$ cat config.mk
export PLATFORM = sky130hd
export DESIGN_NAME = card_deck_shuffle_deal_unit
export DESIGN_NICKNAME = d
export VERILOG_FILES = /design/src/rtl/core/cdsd_pkg.sv /design/src/rtl/core/cdsd_ram.sv /design/src/rtl/core/cdsd_mod.sv /design/src/rtl/core/cdsd_front.sv /design/src/rtl/core/cdsd_back.sv /design/src/rtl/core/card_deck_shuffle_deal_unit.sv
export SDC_FILE = /design/constraint.sdc
export NUM_CORES = 1
export LEC_CHECK = 0
export BUFFER_PORTS_ARGS = -buffer_cell sky130_fd_sc_hd__buf_2
export CAP_MARGIN = 20
export CORE_ASPECT_RATIO = 1.5
export CORE_MARGIN = 2
export CORE_UTILIZATION = 40
export CTS_BUF_LIST = sky130_fd_sc_hd__clkbuf_4
export CTS_CLUSTER_SIZE = 16
export DETAILED_ROUTE_END_ITERATION = 7
export GPL_TIMING_DRIVEN = 0
export PLACE_DENSITY = 0.66
export SLEW_MARGIN = 20
export SYNTH_ARGS = -nofsm -noshare
export SYNTH_HDL_FRONTEND = slang
export SYNTH_SLANG_ARGS = --single-unit
$ cat constraint.sdc
create_clock -name clk -period 9.1 [get_ports clk]
set_clock_uncertainty 0.1 [all_clocks]
set_input_delay 0.455 -clock clk [delete_from_list [all_inputs] [get_ports clk]]
set_output_delay 0.455 -clock clk [all_outputs]
set_load 0.02 [all_outputs]
$ cat src/rtl/core/cdsd_pkg.sv
`default_nettype none
package cdsd_pkg;

  // fixed field widths
  localparam int CNT_W  = 6;
  localparam int RAND_W = 32;
  localparam int RANK_W = 4;
  localparam int SUIT_W = 2;
  localparam int OPC_W  = 2;

  // modulo unit: remainder bits resolved per cycle
  localparam int MOD_DIGIT = 4;
  localparam int MOD_STEPS = RAND_W / MOD_DIGIT;
  localparam int STEP_W    = $clog2(MOD_STEPS);

  // command queue between front and back
  localparam int QUEUE_DEPTH = 2;
  localparam int QPTR_W      = $clog2(QUEUE_DEPTH);
  localparam int QFILL_W     = $clog2(QUEUE_DEPTH + 1);

  // opcode encodings on the input port
  localparam logic [OPC_W-1:0] OPC_RESET = 2'd0;
  localparam logic [OPC_W-1:0] OPC_BEGIN = 2'd1;
  localparam logic [OPC_W-1:0] OPC_STEP  = 2'd2;
  localparam logic [OPC_W-1:0] OPC_DEAL  = 2'd3;

  typedef enum logic [1:0] {
    OP_RESET,
    OP_BEGIN,
    OP_STEP,
    OP_DEAL
  } op_t;

  typedef struct packed {
    op_t               op;
    logic [RAND_W-1:0] word;
  } cmd_t;

  typedef struct packed {
    logic [RANK_W-1:0] rank;
    logic [SUIT_W-1:0] suit;
    logic              card_valid;
    logic              refilled;
    logic              shuffle_done;
    logic [CNT_W-1:0]  cards_left;
  } res_t;

  typedef enum logic [2:0] {
    ST_IDLE,
    ST_MOD,
    ST_SREAD,
    ST_SWAP1,
    ST_SWAP2,
    ST_DREAD,
    ST_DDATA,
    ST_DONE
  } state_t;

endpackage
`default_nettype wire

$ cat src/rtl/core/cdsd_ram.sv
`default_nettype none
module cdsd_ram #(
  parameter int WIDTH = 6,
  parameter int DEPTH = 52,
  localparam int AW = (DEPTH > 1) ? $clog2(DEPTH) : 1
) (
  input  logic             clk,
  input  logic             we,
  input  logic [AW-1:0]    waddr,
  input  logic [WIDTH-1:0] wdata,
  input  logic [AW-1:0]    raddr_a,
  input  logic [AW-1:0]    raddr_b,
  output logic [WIDTH-1:0] rdata_a,
  output logic [WIDTH-1:0] rdata_b
);

  logic [WIDTH-1:0] mem [DEPTH];

  // one write port, two registered read ports
  always_ff @(posedge clk) begin
    if (we) begin
      mem[waddr] <= wdata;
    end
    rdata_a <= mem[raddr_a];
    rdata_b <= mem[raddr_b];
  end

endmodule
`default_nettype wire

$ cat src/rtl/core/cdsd_mod.sv
`default_nettype none
module cdsd_mod (
  input  logic                       clk,
  input  logic                       rst,
  input  logic                       start,
  input  logic [cdsd_pkg::RAND_W-1:0] dividend,
  input  logic [cdsd_pkg::CNT_W-1:0]  divisor,
  output logic                       done,
  output logic [cdsd_pkg::CNT_W-1:0]  rem
);
  import cdsd_pkg::*;

  logic              busy;
  logic [STEP_W-1:0] step_cnt;
  logic [RAND_W-1:0] shreg;
  logic [CNT_W:0]    part;
  logic [CNT_W:0]    part_next;
  logic [CNT_W-1:0]  dvs;

  // restoring remainder, several dividend bits per cycle
  always_comb begin
    part_next = part;
    for (int i = 0; i < MOD_DIGIT; i++) begin
      part_next = {part_next[CNT_W-1:0], shreg[RAND_W-1-i]};
      if (part_next >= {1'b0, dvs}) begin
        part_next = part_next - {1'b0, dvs};
      end
    end
  end

  // control
  always_ff @(posedge clk) begin
    if (rst) begin
      busy     <= 1'b0;
      step_cnt <= '0;
      done     <= 1'b0;
    end else begin
      done <= 1'b0;
      if (start) begin
        busy     <= 1'b1;
        step_cnt <= '0;
      end else if (busy) begin
        step_cnt <= step_cnt + 1'b1;
        if (step_cnt == STEP_W'(MOD_STEPS - 1)) begin
          busy <= 1'b0;
          done <= 1'b1;
        end
      end
    end
  end

  // datapath
  always_ff @(posedge clk) begin
    if (start) begin
      shreg <= dividend;
      part  <= '0;
      dvs   <= divisor;
    end else if (busy) begin
      shreg <= shreg << MOD_DIGIT;
      part  <= part_next;
    end
  end

  assign rem = part[CNT_W-1:0];

endmodule
`default_nettype wire

$ cat src/rtl/core/cdsd_front.sv
`default_nettype none
module cdsd_front (
  input  logic                        clk,
  input  logic                        rst,
  input  logic                        in_valid,
  output logic                        in_ready,
  input  logic [cdsd_pkg::OPC_W-1:0]  opcode,
  input  logic [cdsd_pkg::RAND_W-1:0] rand_word,
  output logic                        q_valid,
  input  logic                        q_ready,
  output cdsd_pkg::cmd_t              q_cmd
);
  import cdsd_pkg::*;

  cmd_t               slot [QUEUE_DEPTH];
  cmd_t               new_cmd;
  logic [QPTR_W-1:0]  wr_ptr;
  logic [QPTR_W-1:0]  rd_ptr;
  logic [QFILL_W-1:0] fill;
  logic               push;
  logic               pop;

  // classify the incoming transaction
  always_comb begin
    unique case (opcode)
      OPC_RESET: new_cmd.op = OP_RESET;
      OPC_BEGIN: new_cmd.op = OP_BEGIN;
      OPC_STEP:  new_cmd.op = OP_STEP;
      OPC_DEAL:  new_cmd.op = OP_DEAL;
      default:   new_cmd.op = OP_DEAL;
    endcase
    new_cmd.word = (new_cmd.op == OP_STEP) ? rand_word : '0;
  end

  assign in_ready = (fill != QFILL_W'(QUEUE_DEPTH));
  assign q_valid  = (fill != '0);
  assign q_cmd    = slot[rd_ptr];
  assign push     = in_valid && in_ready;
  assign pop      = q_valid && q_ready;

  // queue pointers
  always_ff @(posedge clk) begin
    if (rst) begin
      wr_ptr <= '0;
      rd_ptr <= '0;
      fill   <= '0;
    end else begin
      if (push) begin
        wr_ptr <= wr_ptr + 1'b1;
      end
      if (pop) begin
        rd_ptr <= rd_ptr + 1'b1;
      end
      if (push && !pop) begin
        fill <= fill + 1'b1;
      end else if (pop && !push) begin
        fill <= fill - 1'b1;
      end
    end
  end

  // queue storage
  always_ff @(posedge clk) begin
    if (push) begin
      slot[wr_ptr] <= new_cmd;
    end
  end

endmodule
`default_nettype wire

$ cat src/rtl/core/cdsd_back.sv
`default_nettype none
module cdsd_back #(
  parameter int NUM_SUITS = 4,
  parameter int NUM_RANKS = 13
) (
  input  logic           clk,
  input  logic           rst,
  input  logic           q_valid,
  output logic           q_ready,
  input  cdsd_pkg::cmd_t q_cmd,
  output logic           out_valid,
  input  logic           out_ready,
  output cdsd_pkg::res_t out_res
);
  import cdsd_pkg::*;

  localparam int DECK_SIZE = NUM_SUITS * NUM_RANKS;
  localparam int IDX_W     = (DECK_SIZE > 1) ? $clog2(DECK_SIZE) : 1;
  localparam int CARD_W    = SUIT_W + RANK_W;

  state_t             state;
  state_t             state_next;
  logic [CNT_W-1:0]   count;
  logic [CNT_W-1:0]   cursor;
  logic [DECK_SIZE-1:0] vbits;
  logic [IDX_W-1:0]   addr_a;
  logic [IDX_W-1:0]   addr_b;
  logic [CARD_W-1:0]  tmp_a;
  res_t               res;
  res_t               idle_res;

  logic               mod_start;
  logic               mod_done;
  logic [CNT_W-1:0]   mod_rem;
  logic               ram_we;
  logic [IDX_W-1:0]   ram_waddr;
  logic [CARD_W-1:0]  ram_wdata;
  logic [CARD_W-1:0]  rd_a;
  logic [CARD_W-1:0]  rd_b;
  logic [CARD_W-1:0]  eff_a;
  logic [CARD_W-1:0]  eff_b;
  logic               out_load;
  logic [CNT_W-1:0]   cnt_m1;
  logic [CNT_W-1:0]   cur_clamp;

  // card at a given place of the ordered deck
  function automatic logic [CARD_W-1:0] ordered_card(input logic [IDX_W-1:0] idx);
    logic [CNT_W:0]    pos;
    logic [CNT_W:0]    rank_full;
    logic [SUIT_W-1:0] s_sel;
    pos       = (CNT_W + 1)'(idx);
    rank_full = pos + 1'b1;
    s_sel     = '0;
    for (int s = 1; s < NUM_SUITS; s++) begin
      if (pos >= (CNT_W + 1)'(s * NUM_RANKS)) begin
        s_sel     = SUIT_W'(s);
        rank_full = pos - (CNT_W + 1)'(s * NUM_RANKS) + 1'b1;
      end
    end
    return {s_sel, rank_full[RANK_W-1:0]};
  endfunction

  cdsd_ram #(
    .WIDTH(CARD_W),
    .DEPTH(DECK_SIZE)
  ) u_ram (
    .clk    (clk),
    .we     (ram_we),
    .waddr  (ram_waddr),
    .wdata  (ram_wdata),
    .raddr_a(addr_a),
    .raddr_b(addr_b),
    .rdata_a(rd_a),
    .rdata_b(rd_b)
  );

  cdsd_mod u_mod (
    .clk     (clk),
    .rst     (rst),
    .start   (mod_start),
    .dividend(q_cmd.word),
    .divisor (cursor + 1'b1),
    .done    (mod_done),
    .rem     (mod_rem)
  );

  // entries never written since the last reload read as the ordered deck
  assign eff_a = vbits[addr_a] ? rd_a : ordered_card(addr_a);
  assign eff_b = vbits[addr_b] ? rd_b : ordered_card(addr_b);

  // deal bookkeeping: new count and cursor clamped to the new top
  assign cnt_m1 = count - 1'b1;
  always_comb begin
    if (cnt_m1 == '0) begin
      cur_clamp = '0;
    end else if (cursor >= cnt_m1) begin
      cur_clamp = cnt_m1 - 1'b1;
    end else begin
      cur_clamp = cursor;
    end
  end

  // result of the commands that finish without the deck memory
  always_comb begin
    idle_res = '0;
    case (q_cmd.op)
      OP_RESET: begin
        idle_res.shuffle_done = 1'b1;
        idle_res.cards_left   = CNT_W'(DECK_SIZE);
      end
      OP_BEGIN: begin
        idle_res.shuffle_done = (count == '0) || (cnt_m1 == '0);
        idle_res.cards_left   = count;
      end
      OP_STEP: begin
        idle_res.shuffle_done = 1'b1;
        idle_res.cards_left   = count;
      end
      default: begin
        idle_res.refilled     = 1'b1;
        idle_res.shuffle_done = 1'b1;
        idle_res.cards_left   = CNT_W'(DECK_SIZE);
      end
    endcase
  end

  // next state
  always_comb begin
    state_next = state;
    unique case (state)
      ST_IDLE: begin
        if (q_valid) begin
          case (q_cmd.op)
            OP_STEP:  state_next = (cursor != '0) ? ST_MOD : ST_DONE;
            OP_DEAL:  state_next = (count != '0) ? ST_DREAD : ST_DONE;
            default:  state_next = ST_DONE;
          endcase
        end
      end
      ST_MOD:   state_next = mod_done ? ST_SREAD : ST_MOD;
      ST_SREAD: state_next = ST_SWAP1;
      ST_SWAP1: state_next = ST_SWAP2;
      ST_SWAP2: state_next = ST_DONE;
      ST_DREAD: state_next = ST_DDATA;
      ST_DDATA: state_next = ST_DONE;
      ST_DONE:  state_next = (!out_valid || out_ready) ? ST_IDLE : ST_DONE;
      default:  state_next = ST_IDLE;
    endcase
  end

  // control outputs
  always_comb begin
    q_ready   = 1'b0;
    mod_start = 1'b0;
    ram_we    = 1'b0;
    ram_waddr = addr_a;
    ram_wdata = eff_b;
    out_load  = 1'b0;
    unique case (state)
      ST_IDLE: begin
        q_ready   = 1'b1;
        mod_start = q_valid && (q_cmd.op == OP_STEP) && (cursor != '0);
      end
      ST_SWAP1: begin
        ram_we = 1'b1;
      end
      ST_SWAP2: begin
        ram_we    = 1'b1;
        ram_waddr = addr_b;
        ram_wdata = tmp_a;
      end
      ST_DONE: begin
        out_load = !out_valid || out_ready;
      end
      default: begin
      end
    endcase
  end

  // state and deck bookkeeping
  always_ff @(posedge clk) begin
    if (rst) begin
      state  <= ST_IDLE;
      count  <= CNT_W'(DECK_SIZE);
      cursor <= '0;
      vbits  <= '0;
    end else begin
      state <= state_next;
      case (state)
        ST_IDLE: begin
          if (q_valid) begin
            case (q_cmd.op)
              OP_RESET: begin
                count  <= CNT_W'(DECK_SIZE);
                cursor <= '0;
                vbits  <= '0;
              end
              OP_BEGIN: begin
                cursor <= (count != '0) ? cnt_m1 : '0;
              end
              OP_DEAL: begin
                if (count == '0) begin
                  count  <= CNT_W'(DECK_SIZE);
                  cursor <= '0;
                  vbits  <= '0;
                end
              end
              default: begin
              end
            endcase
          end
        end
        ST_SWAP1: vbits[addr_a] <= 1'b1;
        ST_SWAP2: begin
          vbits[addr_b] <= 1'b1;
          cursor        <= cursor - 1'b1;
        end
        ST_DDATA: begin
          count  <= cnt_m1;
          cursor <= cur_clamp;
        end
        default: begin
        end
      endcase
    end
  end

  // addresses, swap holding register and result assembly
  always_ff @(posedge clk) begin
    case (state)
      ST_IDLE: begin
        addr_a <= cnt_m1[IDX_W-1:0];
        res    <= idle_res;
      end
      ST_MOD: begin
        addr_a <= cursor[IDX_W-1:0];
        addr_b <= mod_rem[IDX_W-1:0];
      end
      ST_SWAP1: tmp_a <= eff_a;
      ST_SWAP2: begin
        res.rank         <= '0;
        res.suit         <= '0;
        res.card_valid   <= 1'b0;
        res.refilled     <= 1'b0;
        res.shuffle_done <= (cursor == CNT_W'(1));
        res.cards_left   <= count;
      end
      ST_DDATA: begin
        res.rank         <= eff_a[RANK_W-1:0];
        res.suit         <= eff_a[CARD_W-1:RANK_W];
        res.card_valid   <= 1'b1;
        res.refilled     <= 1'b0;
        res.shuffle_done <= (cur_clamp == '0);
        res.cards_left   <= cnt_m1;
      end
      default: begin
      end
    endcase
  end

  // result register toward the output port
  always_ff @(posedge clk) begin
    if (rst) begin
      out_valid <= 1'b0;
    end else if (out_load) begin
      out_valid <= 1'b1;
    end else if (out_ready) begin
      out_valid <= 1'b0;
    end
  end

  always_ff @(posedge clk) begin
    if (out_load) begin
      out_res <= res;
    end
  end

endmodule
`default_nettype wire

$ cat src/rtl/core/card_deck_shuffle_deal_unit.sv
// channel | signals                            | direction | handshake
// input   | opcode, rand_word                  | in        | in_valid / in_ready
// result  | card_rank, card_suit, card_valid,  | out       | out_valid / out_ready
//         | refilled, shuffle_done, cards_left |           |
//
// every transaction gives one result; a two-entry command queue takes input while the
// executor works, and the executor holds its last state until the result register frees.
// reset deck, shuffle begin, empty deal: from the idle state straight to the done state.
// deal: through the read and data states, for the registered read of the deck memory.
// shuffle step: 4-bit-per-cycle remainder unit, a read and 2 writes; at cursor 0 none.
// synchronous reset; the deck reads as ordered at once through per-entry valid bits.
`default_nettype none
module card_deck_shuffle_deal_unit #(
  parameter int NUM_SUITS = 4,
  parameter int NUM_RANKS = 13
) (
  input  logic                        clk,
  input  logic                        rst,
  input  logic                        in_valid,
  output logic                        in_ready,
  input  logic [cdsd_pkg::OPC_W-1:0]  opcode,
  input  logic [cdsd_pkg::RAND_W-1:0] rand_word,
  output logic                        out_valid,
  input  logic                        out_ready,
  output logic [cdsd_pkg::RANK_W-1:0] card_rank,
  output logic [cdsd_pkg::SUIT_W-1:0] card_suit,
  output logic                        card_valid,
  output logic                        refilled,
  output logic                        shuffle_done,
  output logic [cdsd_pkg::CNT_W-1:0]  cards_left
);
  import cdsd_pkg::*;

  logic q_valid;
  logic q_ready;
  cmd_t q_cmd;
  res_t out_res;

  // front: accept and classify
  cdsd_front u_front (
    .clk      (clk),
    .rst      (rst),
    .in_valid (in_valid),
    .in_ready (in_ready),
    .opcode   (opcode),
    .rand_word(rand_word),
    .q_valid  (q_valid),
    .q_ready  (q_ready),
    .q_cmd    (q_cmd)
  );

  // back: deck state, shuffle and deal
  cdsd_back #(
    .NUM_SUITS(NUM_SUITS),
    .NUM_RANKS(NUM_RANKS)
  ) u_back (
    .clk      (clk),
    .rst      (rst),
    .q_valid  (q_valid),
    .q_ready  (q_ready),
    .q_cmd    (q_cmd),
    .out_valid(out_valid),
    .out_ready(out_ready),
    .out_res  (out_res)
  );

  assign card_rank    = out_res.rank;
  assign card_suit    = out_res.suit;
  assign card_valid   = out_res.card_valid;
  assign refilled     = out_res.refilled;
  assign shuffle_done = out_res.shuffle_done;
  assign cards_left   = out_res.cards_left;

endmodule
`default_nettype wire

==> impl_metrics.env <==
export IMPL_status="completed"
export IMPL_io_buffer_count=53
export IMPL_r2r_slack_ns=0.85
export IMPL_postCtsSetupBuffers=0
export IMPL_ff_latch_area_mm2=0.0159
export IMPL_dp_hpwl_mm=57.9
export IMPL_crit_top_cell="ha_1"
export IMPL_setup_viol=0
export IMPL_avgSynthCellArea_um2=14.4
export IMPL_grt_pass1_wl_mm=119
export IMPL_synthFlopType="edfxtp_1"
export IMPL_ys_ff_latch=562
export IMPL_antenna_left=0
export IMPL_start_kind="flop"
export IMPL_fin_total_pwr_mw=11.7
export IMPL_final_area_mm2=0.0318
export IMPL_vias_per_cell=5.87
export IMPL_rsz0062_at_grt="false"
export IMPL_power_density_mw_per_mm2=368
export IMPL_cp_slowest_stage_delay_ns=0.57
export IMPL_gr_total_overflow=0
export IMPL_drive_above_1_share_pct=24.9
export IMPL_syn2layout_area_growth_pct=14.3
export IMPL_rows=118
export IMPL_crit_fanout=9
export IMPL_cts_repair_resized=0
export IMPL_worstPathArrival_ns=8.85
export IMPL_h_tree_depth=4
export IMPL_syn_area_mm2=0.0278
export IMPL_nets=2284
export IMPL_grt_use_total_pct=22.7
export IMPL_grt_pass1_vias=19863
export IMPL_clockRootBuffer="clkbuf_4"
export IMPL_cts_num_sinks=562
export IMPL_hold_class="flop to flop"
export IMPL_multi_input_area_mm2=0.0112
export IMPL_synth_common_cells="466 x edfxtp_1, 221 x mux4_2, 172 x nor2_1"
export IMPL_antenna_found_initial=2
export IMPL_synth_warnings=0
export IMPL_synth_most_common_cell="edfxtp_1"
export IMPL_holdBufCountCts=37
export IMPL_period_minus_slack_ns=8.25
export IMPL_grt_max_degree=35
export IMPL_clk_pin_slew_ns=0.07
export IMPL_synth_edff_count=466
export IMPL_synth_top_area_share_pct=50.4
export IMPL_coreArea_mm2=0.0689
export IMPL_ys_types=69
export IMPL_drc=0
export IMPL_synthArstFlopShare_pct=0
export IMPL_peakVddDrop_v=0.000309
export IMPL_place_area_mm2=0.0295
export IMPL_relSlewSlack_pct=22.4
export IMPL_drt_iter0_drc=1619
export IMPL_gp_congestion=0.972
export IMPL_worstSetupPathType="flop to flop"
export IMPL_slew_violations=0
export IMPL_ys_seq_area_share_pct=57.3
export IMPL_dieArea_mm2=0.0716
export IMPL_crit_path_end_kind="flop"
export IMPL_synth_area_top_cells="edfxtp_1 50%, mux4_2 18%, dfxtp_1 6.9%"
export IMPL_cts_tree="yes"
export IMPL_synthesis_instances=1934
export IMPL_fillCellCount=6114
export IMPL_cts_buffers=138
export IMPL_wl_per_cell_um=25.2
export IMPL_clock_latency_ns=0.95
export IMPL_drt_wl_total_mm=80.2
export IMPL_hold_viol=0
export IMPL_dr_pass1_iters=6
export IMPL_min_period_over_period_pct=90.6
export IMPL_synthesis_nets=2042
export IMPL_yosys_area_top_type="edfxtp_1"
export IMPL_drv_cap=0
export IMPL_dieWidth_um=219
export IMPL_die_y_um=327
export IMPL_slowest_stage="edfxtp_1"
export IMPL_start_util_pct=40.3
export IMPL_cts_path_max_buffers=3
export IMPL_p_leak_nw=10.9
export IMPL_worst_pin_slew_ns=1.16
export IMPL_cp_required_ns=9.71
export IMPL_fmax_mhz=121
export IMPL_ios=55
export IMPL_vias=18692
export IMPL_fin_hold_ws_ns=0.311
[metrics by stage]
step	setup TNS (ns)	worst slack (ns)	util (%)	instances
after CTS	0	0.807	46.0	3185
after floorplan	0	2.23	-	1934
after detailed placement	0	0.906	42.8	2899
after global routing	0	0.295	46.0	3187
final	0	0.855	46.0	3187
after global placement	-137.80	-0.804	42.3	2887
[kinds of logic (layout without fill, tap and decap cells)]
group | after synthesis | in the layout | share of synthesized area (%)
muxes | 304 | 304 | 21.0
DFF | 562 | 562 | 57.3
and+or+nand+nor | 459 | 459 | 7.47
xor gates and xnor gates | 41 | 41 | 1.29
adders and majority gates | 70 | 70 | 3.26
other | 0 | 2 | 0
buffers and inverters | 172 | 523 | 2.53
AOI/OAI and AO/OA | 326 | 326 | 7.17
[worst paths after layout]
check	end	startpoint	cells past startpoint
hold / removal	u_back.out_res[3]	u_back.res[3]	0
setup reg to reg	u_back.u_mod.part[4]	u_back.u_mod.dvs[1]	32
hold reg to reg	u_back.out_res[3]	u_back.res[3]	0
setup / recovery	u_back.u_mod.part[4]	u_back.u_mod.dvs[1]	32
[state kept, by name, indices dropped and copies added, names as in the netlist, 15 cells and up, named ones only]
name                flops
u_back.out_res         15
u_back.vbits           52
u_back.u_mod.shreg     32
u_back.res             15
u_back.u_ram.mem      312
u_front.slot           68
[where the power goes]
group	internal, mW	leakage, nW	total [mW]	switching [mW]
registers	3.56	5.04	3.69	0.135
logic	2.28	4.78	5.76	3.48
clock network	1.19	1.09	2.23	1.04
total	7.03	10.9	11.7	4.65
[layer usage]
| metal | track usage, % | share of wire [%] |
|---|---|---|
| met1 | 23.0 | 33 |
| met2 | 41.2 | 54 |
| met3 | 4.66 | 6.5 |
| met4 | 16.0 | 6.9 |
| met5 | 0 | 0 |
[critical path, delay by kind of cell (launching register included)]
family,cells,cell delay (ns)
flops,1,0.57
mux,5,1.76
compound gates,16,3.37
buf+inv,4,0.69
simple gates,3,0.27
fa+ha+maj,4,1.28
[final cells by class]
| type | count | area share (%) |
|---|---|---|
| antenna | 2 | 0.0158 |
| buffer | 125 | 1.66 |
| clock buffer | 200 | 4.73 |
| clock inverter | 49 | 1.13 |
| inverter | 47 | 0.556 |
| multi-input combinational | 1200 | 35.4 |
| sequential | 562 | 50.1 |
| tap | 900 | 3.55 |
| timing repair buffer | 102 | 2.83 |
[cell usage in the layout, fill, tap and decap left out, drive strengths merged, types with 5 or more instances in the layout]
master	n
nand2	132
buf	118
edfxtp	466
ha	66
nand3	28
a21o	15
o21ai	80
nor2b	16
a211oi	12
nand2b	14
inv	50
mux2	11
xor2	13
nor3	19
nor3b	5
dlygate4sd3	37
clkbuf	272
clkinv	40
dfxtp	96
xnor2	28
mux4	221
o31ai	5
a31oi	10
mux2i	72
and2	46
bufinv	6
o22ai	63
nor2	172
o211ai	5
a21oi	99
(Power assumes the default switching activity.)
